### src/hw/rtl/autopilot_motor_command_handler_top_defines.svh
// assertion macros shared by the motor command handler rtl
`ifndef AUTOPILOT_MOTOR_COMMAND_HANDLER_TOP_DEFINES_SVH
`define AUTOPILOT_MOTOR_COMMAND_HANDLER_TOP_DEFINES_SVH

// same-cycle implication, checked out of reset
`define APMCH_ASSERT_IMP(label, clk, rst, ante, cons) \
  label: assert property (@(posedge clk) disable iff (rst) (ante) |-> (cons)) \
    else $error("apmch check failed");

// next-cycle implication, checked out of reset
`define APMCH_ASSERT_NXT(label, clk, rst, ante, cons) \
  label: assert property (@(posedge clk) disable iff (rst) (ante) |=> (cons)) \
    else $error("apmch check failed");

`endif

### src/hw/rtl/apmch_pkg.sv
// types, codes and telemetry schedule of the motor command handler
package apmch_pkg;

  localparam int SLOT_COUNT = 64;
  localparam int SLOT_W     = $clog2(SLOT_COUNT);

  // received command codes
  localparam logic [7:0] RX_RESET_OC    = 8'hE7;
  localparam logic [7:0] RX_DRIVE       = 8'hC7;
  localparam logic [7:0] RX_MAX_CURRENT = 8'h1E;
  localparam logic [7:0] RX_CTRL_TEMP   = 8'hA4;
  localparam logic [7:0] RX_MOTOR_TEMP  = 8'h5A;
  localparam logic [7:0] RX_RUDDER_MIN  = 8'h2B;
  localparam logic [7:0] RX_RUDDER_MAX  = 8'h4D;
  localparam logic [7:0] RX_SLEW        = 8'h71;
  localparam logic [7:0] RX_CLUTCH      = 8'h36;

  // telemetry codes
  localparam logic [7:0] TX_FLAGS      = 8'h8F;
  localparam logic [7:0] TX_CURRENT    = 8'h1C;
  localparam logic [7:0] TX_RUDDER     = 8'hA7;
  localparam logic [7:0] TX_VOLTAGE    = 8'hB3;
  localparam logic [7:0] TX_CTRL_TEMP  = 8'hF9;
  localparam logic [7:0] TX_MOTOR_TEMP = 8'h48;

  // status flag masks
  localparam logic [15:0] FL_SYNC        = 16'h0001;
  localparam logic [15:0] FL_OVERTEMP    = 16'h0002;
  localparam logic [15:0] FL_OVERCURRENT = 16'h0004;
  localparam logic [15:0] FL_ENGAGED     = 16'h0008;
  localparam logic [15:0] FL_PORT_PIN    = 16'h0020;
  localparam logic [15:0] FL_STBD_PIN    = 16'h0040;
  localparam logic [15:0] FL_BADVOLT     = 16'h0080;
  localparam logic [15:0] FL_MIN_RUDDER  = 16'h0100;
  localparam logic [15:0] FL_MAX_RUDDER  = 16'h0200;
  localparam logic [15:0] FL_CUR_RANGE   = 16'h0400;
  localparam logic [15:0] FL_REBOOTED    = 16'h8000;

  // limits
  localparam logic [15:0] CMD_MAX      = 16'd2000;
  localparam logic [10:0] CMD_STOP     = 11'd1000;
  localparam logic [15:0] CMD_STOP_V   = 16'd1000;
  localparam logic [12:0] CUR_CAP_LOW  = 13'd2000;
  localparam logic [12:0] CUR_CAP_HIGH = 13'd5000;
  localparam logic [13:0] TEMP_CAP     = 14'd10000;
  localparam logic [7:0]  SLEW_MAX     = 8'd250;
  localparam logic [7:0]  SLEW_MIN     = 8'd1;
  localparam logic [7:0]  PWM_MIN      = 8'd30;
  localparam logic [7:0]  PWM_HIGH     = 8'd250;
  localparam logic [7:0]  PWM_FULL     = 8'd255;
  localparam logic [7:0]  CLUTCH_RESET = 8'd192;

  // fixed telemetry readings
  localparam logic [15:0] RD_CURRENT    = 16'd1000;
  localparam logic [15:0] RD_RUDDER     = 16'd1000;
  localparam logic [15:0] RD_VOLTAGE    = 16'd1200;
  localparam logic [15:0] RD_CTRL_TEMP  = 16'd6600;
  localparam logic [15:0] RD_MOTOR_TEMP = 16'd4200;

  typedef struct packed {
    logic [6:0] fault_inputs;
    logic [7:0] byte_two;
    logic [7:0] byte_one;
    logic [7:0] rx_code;
  } item_t;

  typedef struct packed {
    logic [7:0]  clutch_level;
    logic [15:0] slew_limits;
    logic [15:0] rudder_high_stop;
    logic [15:0] rudder_low_stop;
    logic [13:0] motor_temp_ceiling;
    logic [13:0] ctrl_temp_ceiling;
    logic [12:0] current_ceiling;
    logic [7:0]  brake_level;
    logic [10:0] drive_command;
    logic [15:0] tx_value;
    logic [7:0]  tx_code;
    logic        tx_valid;
  } result_t;

  localparam int RESULT_W = $bits(result_t);
  localparam int TDATA_W  = ((RESULT_W + 7) / 8) * 8;

  typedef struct packed {
    logic        valid;
    logic        is_flags;
    logic [7:0]  code;
    logic [15:0] value;
  } tlm_t;

  function automatic tlm_t tlm_lookup(input logic [SLOT_W-1:0] slot);
    tlm_t t;
    t = '0;
    case (slot)
      0, 10, 20, 30: begin
        t.valid = 1'b1; t.is_flags = 1'b1; t.code = TX_FLAGS;
      end
      1, 4, 7, 11, 14, 17, 21, 24, 27, 31, 34, 37, 40: begin
        t.valid = 1'b1; t.code = TX_CURRENT; t.value = RD_CURRENT;
      end
      2, 5, 8, 12, 15, 18, 22, 25, 28, 32, 35, 38, 41: begin
        t.valid = 1'b1; t.code = TX_RUDDER; t.value = RD_RUDDER;
      end
      3, 13, 23, 33: begin
        t.valid = 1'b1; t.code = TX_VOLTAGE; t.value = RD_VOLTAGE;
      end
      6: begin
        t.valid = 1'b1; t.code = TX_CTRL_TEMP; t.value = RD_CTRL_TEMP;
      end
      9: begin
        t.valid = 1'b1; t.code = TX_MOTOR_TEMP; t.value = RD_MOTOR_TEMP;
      end
      default: t = '0;
    endcase
    return t;
  endfunction

endpackage

### src/hw/rtl/autopilot_motor_command_handler_top.sv
// top level of the autopilot motor command handler
// One received packet per request on the s_ stream (code byte, two payload bytes and the
// fault inputs) produces exactly one result on the m_ stream: the telemetry packet of the
// current schedule slot (or tx_valid low with zero code and value on an idle slot) plus the
// updated drive command and stored settings. The block takes one request every cycle unless
// the result side stalls. A request is held in an input register and decoded against the
// state in the following cycle; its result is loaded into the output register when that
// register is free or draining, which raises m_tvalid. The result register is the only
// thing that stalls the flow: while it holds an untaken result, the input register still
// accepts one more request. The low_current_range bit is written over the cfg channel,
// which is always ready.
`include "autopilot_motor_command_handler_top_defines.svh"

module autopilot_motor_command_handler_top (
  input  logic                               clk,
  input  logic                               rst,
  // request stream
  input  logic                               s_tvalid,
  output logic                               s_tready,
  input  logic [31:0]                        s_tdata,  // rx_code, byte_one, byte_two,
                                                       // fault_inputs, zero pad
  // result stream
  output logic                               m_tvalid,
  input  logic                               m_tready,
  output logic [apmch_pkg::TDATA_W-1:0]      m_tdata,  // tx_valid, tx_code, tx_value,
                                                       // drive_command, brake_level,
                                                       // current_ceiling, ctrl_temp_ceiling,
                                                       // motor_temp_ceiling,
                                                       // rudder_low_stop, rudder_high_stop,
                                                       // slew_limits, clutch_level,
                                                       // zero pad
  // configuration write
  input  logic                               cfg_valid,
  output logic                               cfg_ready,
  input  logic                               cfg_data  // low_current_range
);

  // input register
  logic              in_valid, in_valid_next;
  apmch_pkg::item_t  in_item;
  logic              in_load;

  // pipeline control
  logic              advance;
  logic              low_current_range;

  apmch_pkg::result_t core_result;
  apmch_pkg::result_t out_data;

  // move the held request into the result register when that one is free or draining
  assign advance   = in_valid & (~m_tvalid | m_tready);
  assign s_tready  = ~in_valid | advance;
  assign in_load   = s_tvalid & s_tready;
  assign cfg_ready = 1'b1;

  always_comb begin
    in_valid_next = in_load | (in_valid & ~advance);
  end

  always_ff @(posedge clk) begin
    if (rst) begin
      in_valid <= 1'b0;
    end else begin
      in_valid <= in_valid_next;
    end
  end

  always_ff @(posedge clk) begin
    if (in_load) begin
      in_item <= s_tdata[$bits(apmch_pkg::item_t)-1:0];
    end
  end

  // range register, reset to the low range
  always_ff @(posedge clk) begin
    if (rst) begin
      low_current_range <= 1'b1;
    end else if (cfg_valid && cfg_ready) begin
      low_current_range <= cfg_data;
    end
  end

  apmch_core u_core (
    .clk               (clk),
    .rst               (rst),
    .advance           (advance),
    .item              (in_item),
    .low_current_range (low_current_range),
    .result            (core_result)
  );

  apmch_out_reg u_out (
    .clk      (clk),
    .rst      (rst),
    .load     (advance),
    .result   (core_result),
    .m_tvalid (m_tvalid),
    .m_tready (m_tready),
    .data     (out_data)
  );

  // struct is declared highest field first, so tx_valid lands in bit 0
  assign m_tdata = {{(apmch_pkg::TDATA_W - apmch_pkg::RESULT_W){1'b0}}, out_data};

  // a held request is never dropped while the result side stalls
  `APMCH_ASSERT_NXT(a_in_hold, clk, rst, in_valid && !advance, in_valid)
  // a stalled result register never takes a new result
  `APMCH_ASSERT_IMP(a_no_overrun, clk, rst, m_tvalid && !m_tready, !advance)
  // with a request held and room downstream, the request moves on
  `APMCH_ASSERT_IMP(a_flow, clk, rst, in_valid && !m_tvalid, advance)

endmodule

### src/hw/rtl/apmch_core.sv
// state registers, command decode and telemetry schedule
`include "autopilot_motor_command_handler_top_defines.svh"

module apmch_core (
  input  logic                   clk,
  input  logic                   rst,
  input  logic                   advance,
  input  apmch_pkg::item_t       item,
  input  logic                   low_current_range,
  output apmch_pkg::result_t     result
);

  logic [15:0] status_flags, status_flags_next;
  logic [10:0] command_level, command_level_next;
  logic [7:0]  brake_state, brake_state_next;
  logic [7:0]  brake_enable, brake_enable_next;
  logic [12:0] current_limit, current_limit_next;
  logic [13:0] ctrl_temp_limit, ctrl_temp_limit_next;
  logic [13:0] motor_temp_limit, motor_temp_limit_next;
  logic [15:0] rudder_low, rudder_low_next;
  logic [15:0] rudder_high, rudder_high_next;
  logic [7:0]  slew_fast, slew_fast_next;
  logic [7:0]  slew_slow, slew_slow_next;
  logic [7:0]  clutch_duty, clutch_duty_next;
  logic [apmch_pkg::SLOT_W-1:0] telemetry_slot, telemetry_slot_next;

  logic [15:0]       v;
  logic [15:0]       fault_word;
  logic [15:0]       flags_in;
  logic [15:0]       flags_dec;
  logic [15:0]       flags_tx;
  logic [12:0]       cur_cap;
  apmch_pkg::tlm_t   tlm;
  logic              engaged;
  logic              slot_last;

  assign engaged   = (status_flags & apmch_pkg::FL_ENGAGED) != '0;
  assign slot_last = telemetry_slot == apmch_pkg::SLOT_W'(apmch_pkg::SLOT_COUNT - 1);

  always_comb begin
    v          = {item.byte_two, item.byte_one};
    // overtemp, overcurrent to bits 1..2; port pin .. max rudder to bits 5..9
    fault_word = {6'b0, item.fault_inputs[6:2], 2'b00, item.fault_inputs[1:0], 1'b0};
    flags_in   = status_flags | fault_word | apmch_pkg::FL_SYNC;
    cur_cap    = low_current_range ? apmch_pkg::CUR_CAP_LOW : apmch_pkg::CUR_CAP_HIGH;

    flags_dec             = flags_in;
    command_level_next    = command_level;
    brake_state_next      = brake_state;
    brake_enable_next     = brake_enable;
    current_limit_next    = current_limit;
    ctrl_temp_limit_next  = ctrl_temp_limit;
    motor_temp_limit_next = motor_temp_limit;
    rudder_low_next       = rudder_low;
    rudder_high_next      = rudder_high;
    slew_fast_next        = slew_fast;
    slew_slow_next        = slew_slow;
    clutch_duty_next      = clutch_duty;

    case (item.rx_code)
      apmch_pkg::RX_RESET_OC: begin
        flags_dec = flags_in & ~apmch_pkg::FL_OVERCURRENT;
      end
      apmch_pkg::RX_DRIVE: begin
        if (v > apmch_pkg::CMD_MAX) begin
          // out of range, ignored
        end else if ((flags_in & (apmch_pkg::FL_OVERTEMP | apmch_pkg::FL_OVERCURRENT |
                                  apmch_pkg::FL_BADVOLT)) != '0) begin
          // blocked by a fault
        end else if (((flags_in & (apmch_pkg::FL_PORT_PIN | apmch_pkg::FL_MAX_RUDDER)) != '0)
                     && (v > apmch_pkg::CMD_STOP_V)) begin
          brake_state_next   = '0;
          command_level_next = apmch_pkg::CMD_STOP;
        end else if (((flags_in & (apmch_pkg::FL_STBD_PIN | apmch_pkg::FL_MIN_RUDDER)) != '0)
                     && (v < apmch_pkg::CMD_STOP_V)) begin
          brake_state_next   = '0;
          command_level_next = apmch_pkg::CMD_STOP;
        end else begin
          brake_state_next   = brake_enable;
          command_level_next = v[10:0];
          flags_dec          = flags_in | apmch_pkg::FL_ENGAGED;
        end
      end
      apmch_pkg::RX_MAX_CURRENT: begin
        current_limit_next = (v > 16'(cur_cap)) ? cur_cap : v[12:0];
      end
      apmch_pkg::RX_CTRL_TEMP: begin
        ctrl_temp_limit_next = (v > 16'(apmch_pkg::TEMP_CAP)) ? apmch_pkg::TEMP_CAP : v[13:0];
      end
      apmch_pkg::RX_MOTOR_TEMP: begin
        motor_temp_limit_next = (v > 16'(apmch_pkg::TEMP_CAP)) ? apmch_pkg::TEMP_CAP
                                                               : v[13:0];
      end
      apmch_pkg::RX_RUDDER_MIN: begin
        rudder_low_next = v;
      end
      apmch_pkg::RX_RUDDER_MAX: begin
        rudder_high_next = v;
      end
      apmch_pkg::RX_SLEW: begin
        slew_fast_next = (item.byte_one > apmch_pkg::SLEW_MAX) ? apmch_pkg::SLEW_MAX :
                         (item.byte_one < apmch_pkg::SLEW_MIN) ? apmch_pkg::SLEW_MIN :
                         item.byte_one;
        slew_slow_next = (item.byte_two > apmch_pkg::SLEW_MAX) ? apmch_pkg::SLEW_MAX :
                         (item.byte_two < apmch_pkg::SLEW_MIN) ? apmch_pkg::SLEW_MIN :
                         item.byte_two;
      end
      apmch_pkg::RX_CLUTCH: begin
        clutch_duty_next  = (item.byte_one < apmch_pkg::PWM_MIN)  ? apmch_pkg::PWM_MIN  :
                            (item.byte_one > apmch_pkg::PWM_HIGH) ? apmch_pkg::PWM_FULL :
                            item.byte_one;
        brake_enable_next = item.byte_two;
      end
      default: begin
      end
    endcase

    // telemetry slot, flags packet latches the range flag and drops rebooted
    tlm               = apmch_pkg::tlm_lookup(telemetry_slot);
    flags_tx          = flags_dec | (low_current_range ? 16'h0000 : apmch_pkg::FL_CUR_RANGE);
    status_flags_next = tlm.is_flags ? (flags_tx & ~apmch_pkg::FL_REBOOTED) : flags_dec;

    telemetry_slot_next = slot_last ? '0 : telemetry_slot + 1'b1;

    result.tx_valid           = tlm.valid;
    result.tx_code            = tlm.code;
    result.tx_value           = tlm.is_flags ? flags_tx : tlm.value;
    result.drive_command      = command_level_next;
    result.brake_level        = brake_state_next;
    result.current_ceiling    = current_limit_next;
    result.ctrl_temp_ceiling  = ctrl_temp_limit_next;
    result.motor_temp_ceiling = motor_temp_limit_next;
    result.rudder_low_stop    = rudder_low_next;
    result.rudder_high_stop   = rudder_high_next;
    result.slew_limits        = {slew_slow_next, slew_fast_next};
    result.clutch_level       = clutch_duty_next;
  end

  always_ff @(posedge clk) begin
    if (rst) begin
      status_flags     <= '0;
      command_level    <= apmch_pkg::CMD_STOP;
      brake_state      <= '0;
      brake_enable     <= '0;
      current_limit    <= '0;
      ctrl_temp_limit  <= '0;
      motor_temp_limit <= '0;
      rudder_low       <= '0;
      rudder_high      <= '0;
      slew_fast        <= '0;
      slew_slow        <= '0;
      clutch_duty      <= apmch_pkg::CLUTCH_RESET;
      telemetry_slot   <= '0;
    end else if (advance) begin
      status_flags     <= status_flags_next;
      command_level    <= command_level_next;
      brake_state      <= brake_state_next;
      brake_enable     <= brake_enable_next;
      current_limit    <= current_limit_next;
      ctrl_temp_limit  <= ctrl_temp_limit_next;
      motor_temp_limit <= motor_temp_limit_next;
      rudder_low       <= rudder_low_next;
      rudder_high      <= rudder_high_next;
      slew_fast        <= slew_fast_next;
      slew_slow        <= slew_slow_next;
      clutch_duty      <= clutch_duty_next;
      telemetry_slot   <= telemetry_slot_next;
    end
  end

  `APMCH_ASSERT_IMP(a_cmd_range, clk, rst, 1'b1, command_level <= 11'(apmch_pkg::CMD_MAX))
  `APMCH_ASSERT_IMP(a_cur_range, clk, rst, 1'b1, current_limit <= apmch_pkg::CUR_CAP_HIGH)
  `APMCH_ASSERT_NXT(a_engaged_sticky, clk, rst, engaged, engaged)
  `APMCH_ASSERT_NXT(a_slot_wrap, clk, rst, advance && slot_last, telemetry_slot == '0)

endmodule

### src/hw/rtl/apmch_out_reg.sv
// result register feeding the output stream
module apmch_out_reg (
  input  logic                clk,
  input  logic                rst,
  input  logic                load,
  input  apmch_pkg::result_t  result,
  output logic                m_tvalid,
  input  logic                m_tready,
  output apmch_pkg::result_t  data
);

  logic valid, valid_next;

  always_comb begin
    valid_next = load | (valid & ~m_tready);
  end

  always_ff @(posedge clk) begin
    if (rst) begin
      valid <= 1'b0;
    end else begin
      valid <= valid_next;
    end
  end

  always_ff @(posedge clk) begin
    if (load) begin
      data <= result;
    end
  end

  assign m_tvalid = valid;

endmodule
### config.mk
export PLATFORM = sky130hd
export DESIGN_NAME = autopilot_motor_command_handler_top
export DESIGN_NICKNAME = d
export VERILOG_FILES = /design/src/hw/rtl/apmch_pkg.sv /design/src/hw/rtl/autopilot_motor_command_handler_top.sv /design/src/hw/rtl/apmch_core.sv /design/src/hw/rtl/apmch_out_reg.sv
export VERILOG_INCLUDE_DIRS = /design/src /design/src/hw/rtl
export SDC_FILE = /design/constraint.sdc
export NUM_CORES = 1
export LEC_CHECK = 0
export ABC_AREA = 1
export BUFFER_PORTS_ARGS = -buffer_cell sky130_fd_sc_hd__buf_2
export CORE_ASPECT_RATIO = 1.5
export CORE_MARGIN = 3
export CORE_UTILIZATION = 30
export CTS_CLUSTER_DIAMETER = 40
export DETAILED_ROUTE_END_ITERATION = 16
export PLACE_DENSITY = 0.5
export SYNTH_ARGS = -nofsm -noshare
export SYNTH_HDL_FRONTEND = slang
export SYNTH_SLANG_ARGS = --single-unit
### constraint.sdc
create_clock -name clk -period 11.42 [get_ports clk]
set_clock_uncertainty 0.1 [all_clocks]
set_input_delay 2.284 -clock clk [delete_from_list [all_inputs] [get_ports clk]]
set_output_delay 2.284 -clock clk [all_outputs]
set_load 0.02 [all_outputs]
==> out/metrics.cfg <==
[outcome]
run_status = finished clean

[setup_path]
kind_of_start_point_of_the_critical_path = primary input
worst-endpoint-required_ns = 9.04
r2r_setup_slack_ns = 8.17
criticalPathCategory = in -> out
worst-path-max-fanout = 3
worst-endpoint-arrival_ns = 2.74
critPathCaptureType = output pin
rr_worst_depth = 7
r2r_start = in_item[12]
regToRegEndpoint = u_out.data[34]

[sta]
final_setup_violation_count = 0
finalSetupTns_ns = 0
hold_viol_final = 0
relSlewSlack_pct = 23.2
maxClockFrequency_ghz = 0.195
grt_setup_unrepaired = false
post-route-period-util_pct = 44.8
slew_at_the_pin_closest_to_its_max_slew_limit_ns = 1.15
finalCriticalPeriod_ns = 5.12
finalMaxSlewViolations = 0

[logic_synthesis]
count_of_flip_flops_with_a_built_in_enable_after_synthesis = 168
synth_most_common_cell = nand2_1
synthesis.yosys.warnings = 0
synth.top_cells.by_area = edfxtp_1, dfxtp_1, nand2_1
top_cell_type_s_share_of_synthesized_area_pct = 37.2
synth.distinct_cells = 48
syn_area_mm2 = 0.0135
postSynthRegisterBits = 310
synthCells = 1550
synth_area_per_cell_um2 = 8.74
area_leader_netlist = edfxtp_1
post_synth_most_frequent_cells = nand2_1, nor2_1, inv_1
synth_seq_area_share_pct = 58.2
post_synthesis_async_set_or_reset_flop_share_pct = 0
synth-main-ff-cell = edfxtp_1

[min_path]
whs_path_depth = 2
holdCritPathClass = reg -> reg
timing.hold.worst.start = u_core.clutch_duty[3]
hold-path-endpoint = u_core.clutch_duty[3]

[cts]
clock_sinks = 310
post_cts_setup_buffer_count = 0
cts_resizes = 0
insertion_delay_ns = 0.54
ctsRootBufferMaster = clkbuf_16
clock_path_buffers = 3
htree_num_levels = 2
tritoncts = yes
cts_hold_buf = 0
tritoncts.num_buffers = 39
path_clk_slew_ns = 0.06

[floorplanning]
die-width_um = 180
initial_core_util_pct = 30.6
floorplan.die_area_mm2 = 0.0478
die_y_um = 266
core_region_area_mm2 = 0.0442
floorplan.rows = 94
io_pins = 185

[placed_design]
detailed_place_hpwl_um = 25600
io_buffers = 176
routability_congestion_estimate = 0.825

[power_and_ir_drop]
total_chip_power_w = 0.00281
max-vdd-ir-drop_v = 0.000111
p_per_area_mw_per_mm2 = 174
leakagePower_nw = 7.27

[finish]
layout-area-overhead-vs-synth_pct = 19.0
nNetsFinal = 1744
fillerInstances = 4585
final_core_util_pct = 36.5
layout-drive-gt1-share_pct = 18.3
insertedDiodeCount = 0

[routing]
wl_um = 38200
dr.first_iter.drc_count = 755
via_count = 10637
ant_nets = 0
detailedRoute.firstPassIterationCount = 5
drt_drc_violations_left = 0
vias_per_cell = 4.62
wire_per_inst_um = 16.6

[global_route]
grt_pass1_vias = 10112
globalRouteOverflowTotal = 0
grt_pass1_wl_um = 58500
number_of_antenna_violations_at_the_first_check_in_global_routing = 3
pin_count_of_the_biggest_net_entering_global_routing = 165
grtUsageTotal_pct = 15.5

[job]
max_cap_violations = 0

[worst max-delay path: stages]
cell     delay (ns)
buf_2          0.10
inv_1          0.06
nand3_1        0.11
buf_2          0.18
[metal layers]
metal | GRT usage (%) | up-vias | part of all wire, % | wire length, µm
met2 | 27.8 | 312 | 51 | 19500
met1 | 18.4 | 4919 | 41 | 15600
li1 | - | 5330 | - | -
met4 | 6.23 | 0 | 3.4 | 1320
met5 | 0 | - | 0 | 0
met3 | 2.81 | 76 | 4.8 | 1830
[how the worst max path moves through the flow]
stage               cells past startpoint     start  slack [ns]            end
floorplan                               7  m_tready        4.01  u_out.data[0]
global placement                        4  m_tready        6.32       s_tready
detailed placement                      4  m_tready        6.29       s_tready
CTS                                     4  m_tready        6.29       s_tready
global route                            4  m_tready        6.27       s_tready
finish                                  4  m_tready        6.30       s_tready
[placed cells by master, fill, tap and decap left out, types with 6 or more instances in the layout]
cell,instances
a21boi_0,6
a21oi_1,60
a21oi_2,10
buf_2,175
buf_4,10
bufinv_16,6
clkbuf_16,39
clkinv_2,6
conb_1,7
dfxtp_1,142
edfxtp_1,168
ha_1,9
inv_1,182
inv_2,12
inv_6,7
nand2_1,294
nand2_2,13
nand3_1,107
nand4_1,10
nor2_1,232
nor3_1,7
o21ai_0,126
o21ai_1,29
o21ai_2,8
or2_2,9
[registers in the layout (all words and copies together), names as in the netlist]
signal                   flops
u_core.motor_temp_limit     14
u_core.rudder_low           16
u_core.rudder_high          16
u_core.telemetry_slot        6
low_current_range            1
u_core.current_limit        13
u_core.brake_enable          8
u_out.data                 137
u_core.command_level        11
in_item                     31
u_core.ctrl_temp_limit      14
u_core.slew_fast             8
u_core.slew_slow             8
in_valid                     1
u_core.brake_state           8
u_out.m_tvalid               1
u_core.clutch_duty           8
u_core.status_flags          9
[metrics by stage]
step           cells  worst slack, ns  instance area (µm²)  hold WS, ns
3_3_place_gp    2232             6.32                14800        0.348
4_1_cts         2304             6.29                16100        0.366
2_1_floorplan   1555             4.01                13600        0.337
6_report        2304             6.30                16100        0.365
5_1_grt         2304             6.27                16100        0.389
3_5_place_dp    2232             6.29                14800        0.355
[power by group]
part           total [W]  internal [W]  switching, W
logic           0.000253     0.0000749      0.000178
registers        0.00128       0.00125     0.0000370
clock network    0.00127      0.000779      0.000493
[area by class of cell]
cell class | count | area [µm²] | area share, %
clock buffers | 45 | 1010 | 6.26
clock inverters | 27 | 324 | 2.01
inverters | 198 | 756 | 4.69
multi-input cells | 963 | 4470 | 27.8
flip-flops and latches | 310 | 7890 | 48.9
well taps | 576 | 721 | 4.47
repair buffers | 185 | 951 | 5.90
[cell families (layout without fill, tap and decap cells)]
family / count (synthesis) / after routing / share of synthesized area [%]
buf+inv: 282 / 455 / 8.99
simple gates: 696 / 696 / 21.8
compound gates: 250 / 250 / 10.0
flops: 310 / 310 / 58.2
fa+ha+maj: 9 / 9 / 0.831
other cells: 2 / 7 / 0.0554
xor+xnor: 1 / 1 / 0.0647
Note: power is estimated with default switching activity, not from simulation.
